## config.mk

```make
export PLATFORM = sky130hd
export DESIGN_NAME = qnrf_horner
export DESIGN_NICKNAME = d
export VERILOG_FILES = /design/src/hdl/qnrf_pkg.sv /design/src/hdl/qnrf_horner.sv
export SDC_FILE = /design/constraint.sdc
export NUM_CORES = 2
export LEC_CHECK = 0
export BUFFER_PORTS_ARGS = -buffer_cell sky130_fd_sc_hd__buf_2
export CORE_ASPECT_RATIO = 1.1
export CORE_MARGIN = 3
export CORE_UTILIZATION = 40
export CTS_BUF_LIST = sky130_fd_sc_hd__clkbuf_4 sky130_fd_sc_hd__clkbuf_8
export DETAILED_ROUTE_END_ITERATION = 7
export GPL_TIMING_DRIVEN = 1
export PLACE_DENSITY = 0.68
export RECOVER_POWER = 100
export SLEW_MARGIN = 0
export SYNTH_ARGS = -nofsm -noshare
export SYNTH_HDL_FRONTEND = slang
export SYNTH_SLANG_ARGS = --single-unit
```

## constraint.sdc

```tcl
create_clock -name clk -period 10.2 [get_ports clk]
set_clock_uncertainty 0.05 [all_clocks]
set_input_delay 0.51 -clock clk [delete_from_list [all_inputs] [get_ports clk]]
set_output_delay 0.51 -clock clk [all_outputs]
set_load 0.005 [all_outputs]
```

## src/hdl/qnrf_pkg.sv

```systemverilog
// ----------------------------------------------------------------------------
// qnrf_pkg
// Shared types, constants and saturation helpers for the quartic root finder.
// ----------------------------------------------------------------------------
package qnrf_pkg;

  localparam int MAX_ROOTS = 4;
  localparam int CNT_W     = $clog2(MAX_ROOTS + 1);
  localparam int IDX_W     = (MAX_ROOTS > 1) ? $clog2(MAX_ROOTS) : 1;

  localparam int NUM_W     = 56;
  localparam int QUO_W     = 57;
  localparam int DIV_CNT_W = 6;

  localparam logic [32:0] STEP_TOL = 33'd168;
  localparam logic [32:0] DUP_TOL  = 33'd16777;

  localparam logic [2:0] CFG_C4    = 3'd0;
  localparam logic [2:0] CFG_C3    = 3'd1;
  localparam logic [2:0] CFG_C2    = 3'd2;
  localparam logic [2:0] CFG_C1    = 3'd3;
  localparam logic [2:0] CFG_C0    = 3'd4;
  localparam logic [2:0] CFG_STEP  = 3'd5;
  localparam logic [2:0] CFG_MAXIT = 3'd6;

  localparam logic [27:0] STEP_RST  = 28'd1677722;
  localparam logic [7:0]  MAXIT_RST = 8'd64;

  typedef enum logic [2:0] {
    ST_NO_CHANGE = 3'd0,
    ST_NEW_ROOT  = 3'd1,
    ST_DUPLICATE = 3'd2,
    ST_ZERO_DERIV = 3'd3,
    ST_NO_CONV   = 3'd4,
    ST_FULL      = 3'd5
  } status_t;

  typedef enum logic [3:0] {
    S_IDLE, S_EVAL_L, S_EVAL_R, S_IT_F, S_IT_D, S_DIV, S_STEP, S_IT_F1, S_DUP, S_DONE
  } seq_state_t;

  typedef struct packed {
    logic signed [31:0] c4;
    logic signed [31:0] c3;
    logic signed [31:0] c2;
    logic signed [31:0] c1;
    logic signed [31:0] c0;
    logic signed [31:0] d4;
    logic signed [31:0] d3;
    logic signed [31:0] d2;
  } coef_set_t;

  function automatic logic signed [31:0] sat32(input logic signed [63:0] v);
    logic signed [31:0] r;
    if (v > 64'sd2147483647) begin
      r = 32'sh7fffffff;
    end else if (v < -64'sd2147483648) begin
      r = 32'sh80000000;
    end else begin
      r = v[31:0];
    end
    return r;
  endfunction

  function automatic logic [32:0] abs_diff(input logic signed [31:0] a,
                                           input logic signed [31:0] b);
    logic signed [32:0] d;
    d = 33'(a) - 33'(b);
    return d[32] ? 33'(-d) : 33'(d);
  endfunction

endpackage

```

## src/hdl/qnrf_horner.sv

```systemverilog
// ----------------------------------------------------------------------------
// qnrf_horner
// Shared Horner unit: one multiply, then round, add and saturate, per stage.
// ----------------------------------------------------------------------------
module qnrf_horner
  import qnrf_pkg::*;
(
  input  logic               clk,
  input  logic               rst_n,
  input  logic               start,
  input  logic               deriv,
  input  logic signed [31:0] x,
  input  coef_set_t          coefs,
  output logic               done,
  output logic signed [31:0] result
);

  logic               busy_r, busy_nxt;
  logic               ph_r, ph_nxt;
  logic               done_r, done_nxt;
  logic               deriv_r;
  logic [1:0]         cnt_r;
  logic signed [31:0] acc_r;
  logic signed [31:0] x_r;
  logic signed [63:0] prod_r;
  logic signed [31:0] coef_sel;
  logic signed [63:0] rounded;
  logic [1:0]         last;

  assign last = deriv_r ? 2'd2 : 2'd3;

  always_comb begin
    unique case (cnt_r)
      2'd0:    coef_sel = deriv_r ? coefs.d3 : coefs.c3;
      2'd1:    coef_sel = deriv_r ? coefs.d2 : coefs.c2;
      2'd2:    coef_sel = coefs.c1;
      default: coef_sel = coefs.c0;
    endcase
  end

  assign rounded = (prod_r + 64'sd8388608) >>> 24;

  always_comb begin
    busy_nxt = busy_r;
    ph_nxt   = ph_r;
    done_nxt = 1'b0;
    if (start) begin
      busy_nxt = 1'b1;
      ph_nxt   = 1'b0;
    end else if (busy_r) begin
      ph_nxt = ~ph_r;
      if (ph_r && cnt_r == last) begin
        busy_nxt = 1'b0;
        done_nxt = 1'b1;
      end
    end
  end

  always_ff @(posedge clk) begin
    if (!rst_n) begin
      busy_r <= 1'b0;
      ph_r   <= 1'b0;
      done_r <= 1'b0;
    end else begin
      busy_r <= busy_nxt;
      ph_r   <= ph_nxt;
      done_r <= done_nxt;
    end
  end

  always_ff @(posedge clk) begin
    if (start) begin
      acc_r   <= deriv ? coefs.d4 : coefs.c4;
      x_r     <= x;
      deriv_r <= deriv;
      cnt_r   <= 2'd0;
    end else if (busy_r) begin
      if (!ph_r) begin
        prod_r <= 64'(acc_r) * 64'(x_r);
      end else begin
        acc_r <= sat32(rounded + 64'(coef_sel));
        cnt_r <= cnt_r + 2'd1;
      end
    end
  end

  assign done   = done_r;
  assign result = acc_r;

endmodule

```

==> results.sh <==
export IMPL_grt_first_pass_wirelength_um=200000
export IMPL_htree_levels=3
export IMPL_hold_class="input port to register"
export IMPL_finalCriticalPeriod_ns=9.55
export IMPL_synth_top_family_by_area="adder cells"
export IMPL_worstSetupStartpointType="register"
export IMPL_cts_buffers=9
export IMPL_die_h_um=355
export IMPL_synth_edf_count=106
export IMPL_cts_num_sinks=111
export IMPL_critPathTopFamily="adder cells"
export IMPL_ioPinCount=325
export IMPL_placed_area_um2=47400
export IMPL_timing_fmax_mhz=105
export IMPL_synth_avg_cell_area_um2=9.50
export IMPL_synthCells=4660
export IMPL_tns_ns=0
export IMPL_hold_buffers=0
export IMPL_root_buffer="clkbuf_8"
export IMPL_yosysTopAreaCell="fa_1"
export IMPL_synthesis_nets=6259
export IMPL_netlist_area_um2=44300
export IMPL_path_common_cell="fa_1"
export IMPL_cts_tree="yes"
export IMPL_cts_resized=0
export IMPL_core_um2=109000
export IMPL_syn_to_final_growth_pct=7.27
export IMPL_path_cells="and2_1 > fa_1 > fa_1 > fa_1 > buf_4 > fa_1 > fa_1 > fa_1 > fa_1 > fa_1 > ha_1 > a2111oi_0 > o21ai_0 > a2111oi_0 > o211ai_1 > o21ai_2 > o31ai_4 > a211oi_1 > o31ai_1 > a21oi_1 > xnor2_1"
export IMPL_slew_violations=257
export IMPL_postCtsSetupBuffers=0
export IMPL_drc_errors=2
export IMPL_dp_hpwl_um=105000
export IMPL_tightest_slew_ns=3.05
export IMPL_synth_warnings=0
export IMPL_antenna_found_initial=10
export IMPL_ys_top_cells_by_area="fa_1, inv_1, and2_1"
export IMPL_layout_nets=6432
export IMPL_ant_nets=0
export IMPL_drt_total_wl_um=126000
export IMPL_worstPathArrival_ns=9.76
export IMPL_ys_flop_type="edfxtp_1"
export IMPL_cts_path_max_buffers=2
export IMPL_ys_top_cells_by_count="fa_1, inv_1, nand2_1"
export IMPL_maxSlewHeadroom_pct=-103
export IMPL_hold_viol=0
export IMPL_start_util_pct=40.5
export IMPL_rows=127
export IMPL_yosys_cell_types_count=71
export IMPL_synthMostInstantiatedCell="fa_1"
export IMPL_yosys_area_top_type_share_pct=48.9
export IMPL_async_flop_share_pct=0
export IMPL_worst_r2r_setup_slack_ns=0.65
export IMPL_synth_seq_cells=111
export IMPL_track_usage_pct=22.6
export IMPL_globalplace_congestion=0.904
export IMPL_period_share_pct=93.6
export IMPL_slowest_stage="edfxtp_1"
export IMPL_dieArea_um2=115000
export IMPL_vias_per_cell=5.25
export IMPL_setup_viol=0
export IMPL_wl_per_cell_um=20.1
export IMPL_dr_pass1_iters=8
export IMPL_grt_overflow=0
export IMPL_grt_max_degree=43
export IMPL_cap_viol_max_count=7
export IMPL_synthSimpleGateAreaFrac_pct=14.8
export IMPL_synth_area_mux_share_pct=3.10
export IMPL_cp_end_kind="register"
export IMPL_status="finished with violations"
export IMPL_criticalPathCategory="register to register"
export IMPL_path_max_fanout=20
export IMPL_violations="design-rule violations, max-capacitance violations, max-slew violations"
export IMPL_drt_iter0_drc=1980
export IMPL_first_global_vias=35900
export IMPL_synth_xor_xnor_area_share_pct=2.49
export IMPL_synth_compound_area_share_pct=5.94
export IMPL_required_ns=10.41
export IMPL_clk_latency_ns=0.51
export IMPL_port_buffers=324
export IMPL_design_area_um2=47500
export IMPL_routed_via_count=32800
export IMPL_drive_gt1_share_pct=9.92
export IMPL_clk_pin_slew_ns=0.16
export IMPL_crit_buf_inv=1
export IMPL_seq_area_frac_synth_pct=7.41
export IMPL_max_stage_delay_ns=0.94
export IMPL_synth_fa_ha_area_share_pct=55.3
export IMPL_die_w_um=323
export IMPL_rsz0062_at_grt="false"
==> layout by cell type, fill, tap and decap left out, types with 29 or more instances in the layout <==
cell | synthesis | final
buf_2 | 6 | 310
a21oi_1 | 90 | 90
inv_1 | 1036 | 1036
buf_4 | 4 | 74
edfxtp_1 | 106 | 106
nand3_1 | 35 | 35
fa_1 | 1082 | 1082
nor2_1 | 85 | 85
o21ai_0 | 75 | 75
a21o_1 | 48 | 48
and2_1 | 512 | 512
xnor2_1 | 86 | 86
mux2_2 | 64 | 63
a22oi_1 | 31 | 31
nand4_1 | 31 | 31
clkbuf_1 | 239 | 29
nand2_1 | 559 | 559
mux2i_1 | 65 | 65
xor2_1 | 40 | 40
ha_1 | 225 | 224
a222oi_1 | 32 | 32
==> registers in the layout (all words and copies together) (netlist names) <==
name / cells
prod_r: 41
x_r: 32
deriv_r: 1
ph_r: 1
result: 32
cnt_r: 2
busy_r: 1
done: 1
==> metrics by stage <==
stage                     setup WS, ns  hold WS, ns  instances  util, %
after floorplan                   2.23        0.429       4660        -
after detailed placement         0.638        0.455       6240     43.3
final                            0.650        0.124       6259     43.4
after global routing             0.143       0.0978       6258     43.4
after global placement           0.690        0.450       6240     43.3
after CTS                        0.574       0.0852       6255     43.5
==> worst paths after layout <==
kind | startpoint | end | depth (start not counted)
worst max-delay path | x_r[3]$_DFFE_PP_ | prod_r[61]$_DFFE_PP_ | 21
worst min register to register | busy_r$_SDFF_PN0_ | done$_SDFF_PP0_ | 2
worst min-delay path | x[28] | x_r[28]$_DFFE_PP_ | 1
worst max register to register | x_r[3]$_DFFE_PP_ | prod_r[61]$_DFFE_PP_ | 21
==> logic make-up (layout without fill, tap and decap cells) <==
logic type | after synthesis | count (layout)
other | 0 | 3
AOI/OAI and AO/OA | 388 | 388
muxes | 129 | 129
and+or+nand+nor | 1310 | 1310
xor gates and xnor gates | 126 | 126
DFF | 111 | 111
buffers and inverters | 1289 | 1466
adders and majority gates | 1307 | 1307
==> per-layer routing <==
layer | vias to the layer above | wire, µm | global-route usage (%)
met3 | 271 | 6630 | 2.63
met2 | 1051 | 64700 | 39.7
met4 | 8 | 5780 | 9.02
met5 | - | 43 | 0
li1 | 14400 | - | -
met1 | 17200 | 48600 | 28.5
==> cell type report <==
class / instances / area [µm²]
clock inverters: 6 / 53.8
repair buffers: 415 / 2240
diodes: 3 / 7.51
fillers: 10500 / 62000
clock buffers: 9 / 124
inverters: 1036 / 3890
flip-flops and latches: 111 / 3280
multi-input cells: 3260 / 36100
well taps: 1419 / 1780
Power is not shown: default switching activity piles up to over one toggle a cycle in this logic, so the estimate is an artifact.
