File: src/hdl/qnrf_pkg.sv
// ----------------------------------------------------------------------------
// qnrf_pkg
// Shared types, constants and saturation helpers for the quartic root finder.
// ----------------------------------------------------------------------------
package qnrf_pkg;

  localparam int MAX_ROOTS = 4;
  localparam int CNT_W     = $clog2(MAX_ROOTS + 1);
  localparam int IDX_W     = (MAX_ROOTS > 1) ? $clog2(MAX_ROOTS) : 1;

  localparam int NUM_W     = 56;
  localparam int QUO_W     = 57;
  localparam int DIV_CNT_W = 6;

  localparam logic [32:0] STEP_TOL = 33'd168;
  localparam logic [32:0] DUP_TOL  = 33'd16777;

  localparam logic [2:0] CFG_C4    = 3'd0;
  localparam logic [2:0] CFG_C3    = 3'd1;
  localparam logic [2:0] CFG_C2    = 3'd2;
  localparam logic [2:0] CFG_C1    = 3'd3;
  localparam logic [2:0] CFG_C0    = 3'd4;
  localparam logic [2:0] CFG_STEP  = 3'd5;
  localparam logic [2:0] CFG_MAXIT = 3'd6;

  localparam logic [27:0] STEP_RST  = 28'd1677722;
  localparam logic [7:0]  MAXIT_RST = 8'd64;

  typedef enum logic [2:0] {
    ST_NO_CHANGE = 3'd0,
    ST_NEW_ROOT  = 3'd1,
    ST_DUPLICATE = 3'd2,
    ST_ZERO_DERIV = 3'd3,
    ST_NO_CONV   = 3'd4,
    ST_FULL      = 3'd5
  } status_t;

  typedef enum logic [3:0] {
    S_IDLE, S_EVAL_L, S_EVAL_R, S_IT_F, S_IT_D, S_DIV, S_STEP, S_IT_F1, S_DUP, S_DONE
  } seq_state_t;

  typedef struct packed {
    logic signed [31:0] c4;
    logic signed [31:0] c3;
    logic signed [31:0] c2;
    logic signed [31:0] c1;
    logic signed [31:0] c0;
    logic signed [31:0] d4;
    logic signed [31:0] d3;
    logic signed [31:0] d2;
  } coef_set_t;

  function automatic logic signed [31:0] sat32(input logic signed [63:0] v);
    logic signed [31:0] r;
    if (v > 64'sd2147483647) begin
      r = 32'sh7fffffff;
    end else if (v < -64'sd2147483648) begin
      r = 32'sh80000000;
    end else begin
      r = v[31:0];
    end
    return r;
  endfunction

  function automatic logic [32:0] abs_diff(input logic signed [31:0] a,
                                           input logic signed [31:0] b);
    logic signed [32:0] d;
    d = 33'(a) - 33'(b);
    return d[32] ? 33'(-d) : 33'(d);
  endfunction

endpackage

File: src/hdl/qnrf_div.sv
// ----------------------------------------------------------------------------
// qnrf_div
// Serial restoring divider, one quotient bit per cycle, truncating to zero.
// ----------------------------------------------------------------------------
module qnrf_div
  import qnrf_pkg::*;
(
  input  logic                    clk,
  input  logic                    rst_n,
  input  logic                    start,
  input  logic signed [NUM_W-1:0] num,
  input  logic signed [31:0]      den,
  output logic                    done,
  output logic signed [QUO_W-1:0] quot
);

  logic                 busy_r, done_r;
  logic [DIV_CNT_W-1:0] cnt_r;
  logic [31:0]          rem_r;
  logic [NUM_W-1:0]     qt_r;
  logic [31:0]          dmag_r;
  logic                 neg_r;
  logic [32:0]          shifted;
  logic                 fits;
  logic signed [QUO_W-1:0] qpos;

  assign shifted = {rem_r, qt_r[NUM_W-1]};
  assign fits    = shifted >= {1'b0, dmag_r};

  always_ff @(posedge clk) begin
    if (!rst_n) begin
      busy_r <= 1'b0;
      done_r <= 1'b0;
    end else begin
      done_r <= 1'b0;
      if (start) begin
        busy_r <= 1'b1;
      end else if (busy_r && cnt_r == DIV_CNT_W'(1)) begin
        busy_r <= 1'b0;
        done_r <= 1'b1;
      end
    end
  end

  always_ff @(posedge clk) begin
    if (start) begin
      qt_r   <= num[NUM_W-1] ? NUM_W'(-num) : NUM_W'(num);
      dmag_r <= den[31] ? 32'(-den) : 32'(den);
      neg_r  <= num[NUM_W-1] ^ den[31];
      rem_r  <= 32'd0;
      cnt_r  <= DIV_CNT_W'(NUM_W);
    end else if (busy_r) begin
      rem_r <= fits ? 32'(shifted - {1'b0, dmag_r}) : shifted[31:0];
      qt_r  <= {qt_r[NUM_W-2:0], fits};
      cnt_r <= cnt_r - DIV_CNT_W'(1);
    end
  end

  assign qpos = $signed({1'b0, qt_r});
  assign quot = neg_r ? -qpos : qpos;
  assign done = done_r;

endmodule

File: config.mk
export PLATFORM = sky130hd
export DESIGN_NAME = qnrf_div
export DESIGN_NICKNAME = d
export VERILOG_FILES = /design/src/hdl/qnrf_pkg.sv /design/src/hdl/qnrf_div.sv
export SDC_FILE = /design/constraint.sdc
export NUM_CORES = 1
export LEC_CHECK = 0
export ABC_AREA = 1
export BUFFER_PORTS_ARGS = -buffer_cell sky130_fd_sc_hd__buf_2
export CAP_MARGIN = 20
export CORE_MARGIN = 1
export CORE_UTILIZATION = 40
export DETAILED_ROUTE_END_ITERATION = 6
export GPL_ROUTABILITY_DRIVEN = 0
export HOLD_SLACK_MARGIN = 0.06
export PLACE_DENSITY = 0.65
export REMOVE_ABC_BUFFERS = 1
export SKIP_CTS_REPAIR_TIMING = 1
export SLEW_MARGIN = 10
export SYNTH_ARGS = -nofsm -noshare
export SYNTH_HDL_FRONTEND = slang
export SYNTH_SLANG_ARGS = --single-unit
export TNS_END_PERCENT = 100
File: constraint.sdc
create_clock -name clk -period 7.7 [get_ports clk]
set_clock_uncertainty 0.2 [all_clocks]
set_input_delay 0.385 -clock clk [delete_from_list [all_inputs] [get_ports clk]]
set_output_delay 0.385 -clock clk [all_outputs]
set_load 0.01 [all_outputs]
==> results of run 1 <==
-- routing by layer --
layer  GRT usage  wire length (µm)
met1       0.321             17400
met2       0.415             18400
met3      0.0321              2420
met4       0.123              1800
met5           0                 0
-- power breakdown --
group          internal, mW  leakage (nW)  switching (mW)
registers             0.813          1.22          0.0455
clock network         0.519         0.294           0.356
logic                 0.191          5.47           0.382
-- worst paths after layout --
check | from | endpoint | slack (ps) | depth (start not counted)
max | qt_r[1] | quot[32] | 4060 | 10
min | den[21] | dmag_r[21] | 70 | 2
max reg2reg | dmag_r[24] | qt_r[0] | 4520 | 12
min reg2reg | rem_r[26] | rem_r[26] | 270 | 2
-- cell type report --
type / instances / area (µm²) / share of cell area
multi-input combinational: 1524 / 7520 / 0.534
sequential: 129 / 3470 / 0.247
inverter: 307 / 1150 / 0.0819
timing repair buffer: 157 / 816 / 0.0580
tap: 396 / 495 / 0.0352
clock buffer: 17 / 425 / 0.0302
clock inverter: 15 / 194 / 0.0138
-- flip-flops by register name, indices dropped and copies added (netlist names) --
name / cells
rem_r: 32
done: 1
cnt_r: 6
dmag_r: 32
busy_r: 1
neg_r: 1
qt_r: 56
-- metrics by stage --
stage,hold WS (ps),utilization,std cells
2_1_floorplan,240,-,1960
3_3_place_gp,259,0.440,2511
3_5_place_dp,261,0.440,2511
4_1_cts,-11.8,0.461,2543
5_1_grt,83.6,0.461,2545
6_report,74.9,0.461,2545
-- synthesized netlist by cell type, types with 4 or more instances --
library cell | instances | share of area
nor2_4 | 4 | 0.0036
nand3b_1 | 19 | 0.012
nand2_1 | 663 | 0.20
xnor2_1 | 27 | 0.019
buf_1 | 4 | 0.0012
ha_1 | 37 | 0.037
nor2_2 | 13 | 0.0066
a21oi_1 | 36 | 0.015
buf_6 | 5 | 0.0046
nand4_1 | 30 | 0.015
inv_1 | 297 | 0.090
nand3_1 | 200 | 0.081
buf_2 | 6 | 0.0024
o21ai_0 | 79 | 0.032
nand2_2 | 5 | 0.0025
nor3_1 | 35 | 0.014
clkbuf_1 | 32 | 0.0097
o211ai_1 | 5 | 0.0030
o21ai_1 | 15 | 0.0061
inv_2 | 8 | 0.0024
edfxtp_1 | 89 | 0.22
dfxtp_1 | 40 | 0.065
nor4_1 | 4 | 0.0020
nor2_1 | 218 | 0.066
xor2_1 | 90 | 0.064
or2_2 | 8 | 0.0040
a31oi_1 | 9 | 0.0046
-- logic make-up (layout without fill, tap and decap cells) --
kind of cell    count (synthesis)  after routing  share of synthesized area
simple gates                 1214           1214                      0.418
buf+inv                       355            496                      0.112
compound gates                155            155                     0.0675
flops                         129            129                      0.281
xor+xnor                      117            117                     0.0828
fa+ha+maj                      38             38                     0.0390
-- worst max-delay path, cell delays in order, from the launching register on --
cell,delay [ps]
edfxtp_1,400
inv_1,110
ha_1,210
nand3_1,260
nor2_1,260
nand4_1,150
nor3_1,440
nand2_1,170
nand2_1,140
xor2_1,280
buf_2,190
==> results.sh, run 1 <==
export IMPL_dieWidth_um=178
export IMPL_cts_root_buf="clkbuf_16"
export IMPL_post_dp_cell_area_mm2=0.0134
export IMPL_clk_latency_ps=430
export IMPL_vias=13253
export IMPL_layout_common_cells="663 x nand2_1, 296 x inv_1, 217 x nor2_1"
export IMPL_cp_start_kind="flip-flop"
export IMPL_async_flop_share=0
export IMPL_synth_seq_cells=129
export IMPL_leakage_nw=6.98
export IMPL_clock_tree_buffer_depth=2
export IMPL_cp_required_ps=7110
export IMPL_grt_max_degree=72
export IMPL_port_buffers=148
export IMPL_fin_ws_ps=4060
export IMPL_slew_headroom=0.393
export IMPL_tightestPinTransition_ps=910
export IMPL_drt_iter0_drc=1147
export IMPL_initial_core_util=0.406
export IMPL_antenna_cells=0
export IMPL_syn_inst=2008
export IMPL_cts_buffers_inserted=17
export IMPL_die_h_um=178
export IMPL_ys_flop_type="edfxtp_1"
export IMPL_power_density_mw_per_mm2=164
export IMPL_vdd_drop_max_v=0.000132
export IMPL_min_path_type="primary input to flip-flop"
export IMPL_cts_tree="yes"
export IMPL_dp_hpwl_um=31500
export IMPL_ys_seq_area_frac=0.281
export IMPL_status="complete, no violations"
export IMPL_coreArea_mm2=0.0305
export IMPL_worstSetupPathType="flip-flop to primary output"
export IMPL_slew_viol_final=0
export IMPL_fmax_mhz=275
export IMPL_netlist_cell_type_count=45
export IMPL_synth_edf_count=89
export IMPL_cts_clk_slew_worst_paths_ps=60
export IMPL_setup_violations=0
export IMPL_syn2layout_area_growth_pct=13.8
export IMPL_grt_pass1_vias=12021
export IMPL_clock_sinks=129
export IMPL_yosysWarnings=0
export IMPL_cp_end_kind="primary output"
export IMPL_drv_cap=0
export IMPL_wl_per_cell_um=15.7
export IMPL_grt_ovfl_total=0
export IMPL_pre_cts_ws_ps=4530
export IMPL_syn_cell_area_mm2=0.0124
export IMPL_critical_path_max_fanout=5
export IMPL_fin_crit_sh=0.472
export IMPL_fin_tns_setup_ps=0
export IMPL_power_mw=2.31
export IMPL_cts_htree_levels=4
export IMPL_via_per_inst=5.21
export IMPL_antenna_found_initial=0
export IMPL_cp_arrival_ps=3050
export IMPL_fin_crit_ps=3640
export IMPL_drcViolationCount=0
export IMPL_dr_pass1_iters=6
export IMPL_final_common_cell="nand2_1"
export IMPL_drive_gt1_frac=0.109
export IMPL_ant_nets=0
export IMPL_rsz0062_at_grt="false"
export IMPL_dieArea_mm2=0.0316
export IMPL_routed_wl_um=40000
export IMPL_grt_pass1_wl_um=61600
export IMPL_fillCellCount=3193
export IMPL_synth_avg_cell_area_um2=6.16
export IMPL_rows=64
export IMPL_io_pins=149
export IMPL_final_area_mm2=0.0141
export IMPL_grt_use_total=0.251
export IMPL_fin_nets=2265
export IMPL_hold_violations=0
No activity file was read; power rests on OpenSTA's default activity.
==> inputs of run 2 (changes only) <==
Clock period 7.7 ns to 3.7 ns, I/O delays scaled along.
==> run 2 against run 1 <==
Register-to-register slack got worse by 3600 ps. Global-route usage rose by 0.39 points. Flip-flop and latch count did not move. Critical endpoint is now quot[40]. Clock power rose by 100%. Die area did not move.
==> results.sh, run 2 (same netlist as run 1, synthesis figures left out) <==
export IMPL_busiest_layer="met2"
export IMPL_cts_htree_levels=4
export IMPL_dieWidth_um=178
export IMPL_cp_arrival_ps=2900
export IMPL_fmax_mhz=305
export IMPL_dp_hpwl_um=32100
export IMPL_fin_crit_ps=3280
export IMPL_layout_common_cells="663 x nand2_1, 296 x inv_1, 217 x nor2_1"
export IMPL_hold_violations=0
export IMPL_leakage_nw=7.30
export IMPL_cp_required_ps=3310
export IMPL_vias=13584
export IMPL_grt_util_met1=0.336
export IMPL_cts_clk_slew_worst_paths_ps=60
export IMPL_final_area_mm2=0.0148
export IMPL_final_common_cell="nand2_1"
export IMPL_grt_pass1_vias=12173
export IMPL_critical_path_max_fanout=5
export IMPL_post_dp_cell_area_mm2=0.0135
export IMPL_slew_headroom=0.400
export IMPL_port_buffers=148
export IMPL_pre_cts_ws_ps=956
export IMPL_fin_crit_sh=0.887
export IMPL_largest_reg_flops=56
export IMPL_drt_iter0_drc=1013
export IMPL_power_density_mw_per_mm2=325
export IMPL_crit_path_frequent_cell="nand3_1"
export IMPL_seq_area_mm2=0.00347
export IMPL_cp_end_kind="primary output"
export IMPL_dieArea_mm2=0.0316
export IMPL_cp_start_kind="flip-flop"
export IMPL_top_regs="qt_r x56, dmag_r x32, rem_r x32"
export IMPL_grt_use_total=0.255
export IMPL_fillCellCount=3144
export IMPL_worstSetupPathType="flip-flop to primary output"
export IMPL_routed_wl_um=40900
export IMPL_syn2layout_area_growth_pct=19.5
export IMPL_die_h_um=178
export IMPL_antenna_cells=0
export IMPL_fin_nets=2337
export IMPL_dr_pass1_iters=6
export IMPL_cts_tree="yes"
export IMPL_min_path_type="primary input to flip-flop"
export IMPL_multi_input_area_mm2=0.00752
export IMPL_holdWs_ps=2.39
export IMPL_path_cells="inv_1, ha_1, nand3_1, nor2_1, nand4_1, nor3_1, nand3_1, nand2_1, xor2_1, buf_2"
export IMPL_vdd_drop_max_v=0.000245
export IMPL_coreArea_mm2=0.0305
export IMPL_via_per_inst=5.19
export IMPL_globalRouteMet3Util=0.0323
export IMPL_clock_sinks=129
export IMPL_rsz0062_at_grt="false"
export IMPL_fin_tns_setup_ps=0
export IMPL_slowest_stage="nor3_1"
export IMPL_cts_root_buf="clkbuf_16"
export IMPL_cts_buffers_inserted=17
export IMPL_tightestPinTransition_ps=900
export IMPL_slew_viol_final=0
export IMPL_clock_tree_buffer_depth=2
export IMPL_wl_per_cell_um=15.6
export IMPL_grt_max_degree=72
export IMPL_status="complete, no violations"
export IMPL_top_register="qt_r"
export IMPL_met2_usage=0.408
export IMPL_final_core_util=0.484
export IMPL_fin_ws_ps=417
export IMPL_drv_cap=0
export IMPL_drcViolationCount=0
export IMPL_max_stage_delay_ps=590
export IMPL_initial_core_util=0.406
export IMPL_setup_violations=0
export IMPL_grt_ovfl_total=0
export IMPL_ant_nets=0
export IMPL_antenna_found_initial=0
export IMPL_grt_pass1_wl_um=62600
export IMPL_clk_latency_ps=430
export IMPL_rows=64
export IMPL_drive_gt1_frac=0.109
export IMPL_io_pins=149
-- run 2: cell types whose count changed in the layout (fill, tap and decap cells not counted), sizes merged --
cell / before / now
dlygate4sd3: 2 / 67
buf: 155 / 162
inv: 312 / 317
clkinvlp: 3 / 0
bufinv: 3 / 1
-- run 2: area by class of cell --
class,count,area share
Clock buffer,17,0.0288
Tap cell,396,0.0335
Multi-Input combinational cell,1524,0.509
Inverter,307,0.0780
Sequential cell,129,0.235
Clock inverter,15,0.0124
Timing Repair Buffer,229,0.104
-- run 2: path summary, 6_finish.rpt --
| path | start | endpoint | slack, ps | cells past startpoint |
|---|---|---|---|---|
| max reg2reg | qt_r[55] | rem_r[28] | 950 | 15 |
| max | qt_r[0] | quot[40] | 420 | 10 |
| min reg2reg | rem_r[29] | rem_r[29] | 270 | 2 |
| min | num[2] | qt_r[2] | 2 | 3 |
-- run 2: routing by layer --
layer | wire length [µm] | part of all wire
met1 | 17400 | 0.43
met2 | 18900 | 0.46
met3 | 2710 | 0.066
met4 | 1890 | 0.046
met5 | 0 | 0
-- run 2: per-stage QoR --
stage,power [mW],std cells
after floorplan,2.51,1960
after global placement,2.99,2518
after detailed placement,3.00,2518
after CTS,4.76,2550
after global routing,5.03,2617
final,4.81,2617
-- run 2: critical path: cells and delay by family (launching register included) --
family / cells / cell delay [ps]
adder cells (fa/ha/maj): 1 / 210
XOR/XNOR: 1 / 160
buffers and inverters: 2 / 270
AND/OR/NAND/NOR: 6 / 1450
flip-flops: 1 / 380
-- run 2: where the power goes --
group	switching, mW	total (mW)	internal [mW]
sequential	0.0949	1.79	1.69
combinational	0.810	1.26	0.448
clock	0.791	1.77	0.977
total	1.70	4.81	3.11
